<file path="config.mk">
export PLATFORM = sky130hd
export DESIGN_NAME = cv3c_cell
export DESIGN_NICKNAME = d
export VERILOG_FILES = /design/src/design/cv3c_pkg.sv /design/src/design/cv3c_cell.sv
export SDC_FILE = /design/constraint.sdc
export NUM_CORES = 1
export LEC_CHECK = 0
export BUFFER_PORTS_ARGS = -buffer_cell sky130_fd_sc_hd__buf_4
export CORE_MARGIN = 4
export CORE_UTILIZATION = 40
export CTS_CLUSTER_SIZE = 24
export DETAILED_ROUTE_END_ITERATION = 7
export PLACE_DENSITY = 0.56
export SYNTH_ARGS = -nofsm -noshare
export SYNTH_HDL_FRONTEND = slang
export SYNTH_SLANG_ARGS = --single-unit
</file>
<file path="constraint.sdc">
create_clock -name clk -period 8.4 [get_ports clk]
set_input_delay 0.84 -clock clk [delete_from_list [all_inputs] [get_ports clk]]
set_output_delay 0.84 -clock clk [all_outputs]
set_load 0.01 [all_outputs]
</file>
<file path="src/design/cv3c_pkg.sv">
`default_nettype none

package cv3c_pkg;

	localparam int MAX_WIDTH      = 1024;
	localparam int LB_AW          = $clog2(MAX_WIDTH);
	localparam int KERNEL_SIZE    = 3;
	localparam int COEF_FRAC_BITS = 8;

	localparam int PIX_W   = 8;
	localparam int DIM_W   = 11;
	localparam int ROW_W   = DIM_W + 1;
	localparam int CNT_W   = 21;
	localparam int AREA_W  = 2 * DIM_W;
	localparam int COEF_W  = 16;
	localparam int CFG_W   = KERNEL_SIZE * COEF_W;
	localparam int PROD_W  = PIX_W + COEF_W;
	localparam int CSUM_W  = PROD_W + 2;
	localparam int ACC_W   = CSUM_W + 2;
	localparam int REG_IDX_W = 3;

	typedef enum logic [REG_IDX_W-1:0] {
		REG_IMAGE_WIDTH  = 3'd0,
		REG_IMAGE_HEIGHT = 3'd1,
		REG_COEF_ROW0    = 3'd2,
		REG_COEF_ROW1    = 3'd3,
		REG_COEF_ROW2    = 3'd4
	} cfg_reg_t;

	// index 0 is the top kernel row
	typedef logic [KERNEL_SIZE-1:0][PIX_W-1:0]  pix_col_t;
	typedef logic [KERNEL_SIZE-1:0][COEF_W-1:0] coef_col_t;

	typedef struct packed {
		logic shift;
		logic ld_prod;
		logic ld_sum;
		logic mask_top;
		logic mask_bot;
	} cell_ctl_t;

endpackage

`default_nettype wire

</file>
<file path="src/design/cv3c_cell.sv">
`default_nettype none

module cv3c_cell import cv3c_pkg::*; (
	input  logic                     clk,
	input  logic                     arst_n,
	input  cell_ctl_t                ctl,
	input  logic                     mask_col,
	input  pix_col_t                 col_in,
	input  coef_col_t                coef,
	output pix_col_t                 col_out,
	output logic signed [CSUM_W-1:0] sum
);

	pix_col_t                        pix_q;
	logic signed [PROD_W:0]          prod_full [KERNEL_SIZE];
	logic signed [PROD_W-1:0]        prod_s3   [KERNEL_SIZE];
	logic signed [CSUM_W-1:0]        sum_s4;
	logic        [KERNEL_SIZE-1:0]   row_mask;

	always_ff @(posedge clk or negedge arst_n) begin
		if (!arst_n) begin
			pix_q <= '0;
		end else if (ctl.shift) begin
			pix_q <= col_in;
		end
	end

	assign row_mask = {ctl.mask_bot, 1'b0, ctl.mask_top};

	always_comb begin
		for (int r = 0; r < KERNEL_SIZE; r++) begin
			prod_full[r] = $signed({1'b0, pix_q[r]}) * $signed(coef[r]);
		end
	end

	// drop taps that fall outside the image
	always_ff @(posedge clk) begin
		if (ctl.ld_prod) begin
			for (int r = 0; r < KERNEL_SIZE; r++) begin
				prod_s3[r] <= (row_mask[r] || mask_col) ? '0 : prod_full[r][PROD_W-1:0];
			end
		end
		if (ctl.ld_sum) begin
			sum_s4 <= CSUM_W'(prod_s3[0]) + CSUM_W'(prod_s3[1]) + CSUM_W'(prod_s3[2]);
		end
	end

	assign col_out = pix_q;
	assign sum     = sum_s4;

endmodule

`default_nettype wire

</file>
==> out/metrics.yaml, run 1 <==
sta:
  rsz0062_at_grt: "no"
  max_freq_ghz: 0.184
  skew_ns: 0.0206
  slew_headroom: 0.393
  min_period_ns: 5.42
  hold_viol_final: 0
  finalSetupTns_ns: 0
  drv_slew: 0
  min_period_over_period: 0.646
  hold_slack_ns: 0.286
  worst_pin_slew_ns: 0.911
  finalSetupViolCount: 0
route:
  drt-wirelength-per-cell_um: 15.2
  drc: 0
  num_vias: 13584
  wirelength_um: 41900
  viasPerCell: 4.92
  ant_nets: 0
  firstDrtPassIters: 7
  drt-initial-drc-count: 617
yosys:
  yosysWarnings: 0
  synthCells: 2036
  async_reset_ff_frac: 0.197
  syn_nets: 2606
  synth-seq-area-share: 0.183
  syn-mean-instance-area_um2: 9.50
  syn-cell-area_mm2: 0.0193
  synthFlopType: "edfxtp_1"
  netlist-cell-type-count: 57
  synth_edf_count: 98
  synth-seq-cells: 122
floorplanning:
  die_w_um: 228
  chipHeight_um: 228
  dieArea_mm2: 0.0520
  rows: 80
  start_util: 0.405
  io-pin-count: 130
  core_area_mm2: 0.0477
clock_tree:
  cts_hold_buf: 0
  post_cts_resized: 0
  clock-root-buffer: "clkbuf_16"
  post_cts.repair.setup_buffers: 0
  path_clk_slew_ns: 0.08
  clk_latency_ns: 0.46
  clock-sinks: 122
  clk_path_buf_depth: 2
  cts_buffers: 17
  cts_tree: "done"
  cts.htree.levels: 4
setup_path:
  startpoint_type: "register"
  cpPeakStageDelay_ns: 0.82
  worst_setup_path_end_kind: "register"
  cp_data_arrival_time_ns: 5.61
  path_max_fanout: 18
  path_common_cell: "fa_1"
  critPathRequiredTime_ns: 8.58
  slowest_stage: "dfrtp_1"
  path_class: "reg -> reg"
  crit_chain: "nand2_1, fa_1, fa_1, inv_1, fa_1, inv_1, fa_1, inv_1, ha_1, a21o_2, or4_1, a31o_2, a41oi_1, xor2_1, nor2_1"
global_routing:
  gr-total-overflow: 0
  grt.total_usage: 0.171
  grt_pass1_wl_um: 73300
  grt_pass1_vias: 14730
  grt_antenna_before_repair: 2
  grt_start_max_net_pins: 73
placement:
  dp_hpwl_um: 35000
  io_buffers: 129
  place_congestion: 0.840
final_layout:
  syn2layout_area_growth_pct: 11.3
  nFillCells: 4583
  num-nets-final: 2700
  final_cell_mix: "inv_1, fa_1, nand2_1"
  drive_gt1_frac: 0.0924
  layout_commonest_cell: "inv_1"
hold_path:
  hp-class: "in -> async"
status:
  status: "completed"
job:
  maxCapViolations: 0
==> cell usage after synthesis (all sizes together), types with 24 or more instances <==
cell / number / share of area
inv: 461 / 0.089
fa: 325 / 0.34
nand2: 247 / 0.048
and2: 190 / 0.061
ha: 165 / 0.11
edfxtp: 98 / 0.15
nor2: 72 / 0.014
a21oi: 61 / 0.016
clkbuf: 54 / 0.011
xnor2: 48 / 0.022
o21ai: 43 / 0.011
a21o: 40 / 0.016
xor2: 32 / 0.014
dfrtp: 24 / 0.031
mux2: 24 / 0.014
==> critical path, delay by kind of cell, from the launching register on <==
family,cells,cell delay [ns]
adder cells (fa/ha/maj),5,2.55
flip-flops,1,0.82
AND/OR/NAND/NOR,3,0.79
AO/OA/AOI/OAI,3,0.69
XOR/XNOR,1,0.17
buffers and inverters,3,0.14
==> path summary, 6_finish.rpt <==
| kind | from | end | slack (ns) | cells past startpoint |
|---|---|---|---|---|
| setup reg to reg | col_out[8] | prod_s3[0][46] | 2.98 | 15 |
| setup / recovery | col_out[8] | prod_s3[0][46] | 2.98 | 15 |
| max in group asynchronous | arst_n | col_out[12] | 7.79 | 1 |
| hold / removal | arst_n | col_out[7] | 0.29 | 1 |
| min in group clk | col_in[1] | col_out[1] | 0.61 | 2 |
| hold reg to reg | prod_s3[0][1] | sum[1] | 0.75 | 2 |
==> flip-flops by register name (all words and copies together) (netlist names) <==
name and cells:
prod_s3 72, sum 26, col_out 24
==> stage by stage <==
step                setup slack, ns  instances  utilization  cell area [um^2]
floorplan                      3.08       2036            -             19300
global placement               2.94       2726        0.437             20900
detailed placement             2.89       2726        0.437             20900
CTS                            2.97       2758        0.451             21500
global route                   2.51       2759        0.451             21500
finish                         2.98       2759        0.451             21500
==> area by class of cell <==
cell class                      instances  area, um^2  area share
Sequential cell                       122        3540       0.165
Timing Repair Buffer                  129         968      0.0450
Clock inverter                         15         226      0.0105
Clock buffer                           17         425      0.0198
Inverter                              461        1730      0.0804
Antenna cell                            1        2.50    0.000116
Multi-Input combinational cell       1399       13900       0.644
Tap cell                              615         769      0.0357
==> routing by layer <==
layer  up-vias  GRT usage  wire, um
met2       202      0.283     20200
met3        30     0.0276      1350
li1       6499          -         -
met5         -          0         0
met1      6853      0.240     19900
met4         0     0.0364       462
==> logic make-up after synthesis <==
logic type | synth area share
fa+ha+maj | 0.443
compound gates | 0.0766
simple gates | 0.146
xor+xnor | 0.0362
mux | 0.0145
buf+inv | 0.101
flops | 0.183
Power of run 1 is left out: the tool's default activity adds up to more than one toggle a clock period on the data nets, which glitch-free logic cannot reach.
==> run 2, diff against run 1 <==
ABC_AREA = 1   (was default)
PLACE_DENSITY = 0.55   (was 0.56)
clock period = 5.7 ns   (was 8.4 ns; I/O delays follow)
==> out/metrics.yaml, run 2 <==
status:
  status: "completed"
route:
  firstDrtPassIters: 5
  wirelength_um: 49300
  ant_nets: 0
  viasPerCell: 4.71
  drt-initial-drc-count: 763
  drc: 0
  num_vias: 16202
  drt-wirelength-per-cell_um: 14.3
setup_path:
  startpoint_type: "register"
  path_buf_inv: 4
  slowest_stage: "dfrtp_1"
  worst_setup_path_end_kind: "register"
  critPathRequiredTime_ns: 5.91
  critPathTopFamily: "adder cells"
  path_max_fanout: 18
  crit_chain: "nand2_1, fa_1, fa_1, inv_1, fa_1, inv_1, fa_1, inv_1, ha_1, nand2_1, nor2_1, inv_1, nor2_1, nand4_1, nand3_1, nand2_1, nand2_1, nor2_1"
  worst-r2r-setup-slack_ns: 0.85
  cp_data_arrival_time_ns: 5.06
  path_class: "reg -> reg"
  cpPeakStageDelay_ns: 0.79
yosys:
  yosys-top-cells-area: "fa_1, edfxtp_1, inv_1"
  syn_nets: 3275
  synthCells: 2705
  yosysWarnings: 0
  synth_top_area_cell: "fa_1"
  async_reset_ff_frac: 0.197
  synth_edf_count: 98
  synth-seq-cells: 122
  synthFlopType: "edfxtp_1"
  syn-mean-instance-area_um2: 7.74
  netlist-cell-type-count: 40
  netlist_top_cells_count: "inv_1, nand2_1, fa_1"
  synth.most_common_cell: "inv_1"
  syn-cell-area_mm2: 0.0209
  synth-seq-area-share: 0.169
  synth_top_area_frac: 0.311
clock_tree:
  post_cts.repair.setup_buffers: 0
  cts.htree.levels: 4
  cts_buffers: 17
  cts_hold_buf: 0
  clock-root-buffer: "clkbuf_16"
  cts_tree: "done"
  post_cts_resized: 0
  path_clk_slew_ns: 0.07
  clk_path_buf_depth: 2
  clk_latency_ns: 0.46
  clock-sinks: 122
sta:
  hold_viol_final: 0
  finalSetupTns_ns: 0
  rsz0062_at_grt: "no"
  finalSetupViolCount: 0
  worst_pin_slew_ns: 1.14
  skew_ns: 0.0130
  min_period_ns: 4.85
  slew_headroom: 0.240
  finalWorstSetupSlack_ns: 0.847
  min_period_over_period: 0.851
  max_freq_ghz: 0.206
  drv_slew: 0
hold_path:
  hp-class: "in -> async"
placement:
  dpl_cell_area_mm2: 0.0223
  io_buffers: 129
  place_congestion: 0.868
  dp_hpwl_um: 41900
  pre_cts_ws_ns: 0.853
global_routing:
  grt_pass1_vias: 16927
  gr-total-overflow: 0
  grt_start_max_net_pins: 73
  grt_pass1_wl_um: 85000
  grt_antenna_before_repair: 0
  grt.total_usage: 0.185
floorplanning:
  core_area_mm2: 0.0515
  io-pin-count: 130
  start_util: 0.406
  die_w_um: 237
  chipHeight_um: 237
  rows: 83
  dieArea_mm2: 0.0560
final_layout:
  stdcell_area_mm2: 0.0229
  fin_util: 0.445
  syn2layout_area_growth_pct: 9.49
  regMostFlops: "prod_s3"
  diodes: 0
  layout_commonest_cell: "inv_1"
  drive_gt1_frac: 0.0796
  final_cell_mix: "inv_1, nand2_1, fa_1"
  largest_reg_flops: 72
  num-nets-final: 3320
job:
  maxCapViolations: 0
run 2: worst paths after layout:
kind	cells after the start	endpoint	startpoint
worst min-delay path	1	col_out[22]	arst_n
min in group clk	2	col_out[17]	col_in[17]
worst max register to register	18	prod_s3[0][21]	col_out[0]
worst min register to register	2	sum[1]	prod_s3[0][49]
worst max-delay path	18	prod_s3[0][21]	col_out[0]
max in group asynchronous	1	col_out[0]	arst_n
run 2: area by class of cell:
type | instances | area, um^2
Tap cell | 680 | 851
Clock inverter | 13 | 143
Multi-Input combinational cell | 1711 | 14100
Fill cell | 5274 | 28600
Inverter | 769 | 2890
Clock buffer | 19 | 433
Timing Repair Buffer | 129 | 968
Sequential cell | 122 | 3540
run 2: kinds of logic after synthesis:
| family | count (synthesis) | share of synthesized area |
|---|---|---|
| AO/OA/AOI/OAI | 209 | 0.0554 |
| XOR/XNOR | 23 | 0.00963 |
| adder cells (fa/ha/maj) | 490 | 0.410 |
| buffers and inverters | 872 | 0.157 |
| flip-flops | 122 | 0.169 |
| multiplexers | 24 | 0.0129 |
| AND/OR/NAND/NOR | 965 | 0.186 |
run 2: worst register-to-register path: cells and delay by family, from the launching register on:
kind / cells / cell delay, ns
fa+ha+maj: 5 / 2.55
simple gates: 9 / 1.08
buf+inv: 4 / 0.20
flops: 1 / 0.79
run 2: per-layer routing:
layer,wire length (um),global-route usage
met2,23000,0.302
met3,2170,0.0281
met4,558,0.0384
met5,0,0
met1,23500,0.264
run 2: through the flow:
stage	hold slack [ns]	cells
after floorplan	0.274	2705
after global placement	0.530	3411
after detailed placement	0.536	3411
after CTS	0.0139	3443
after global routing	0.0411	3443
final	0.0381	3443
Power of run 2 is left out for the same reason.
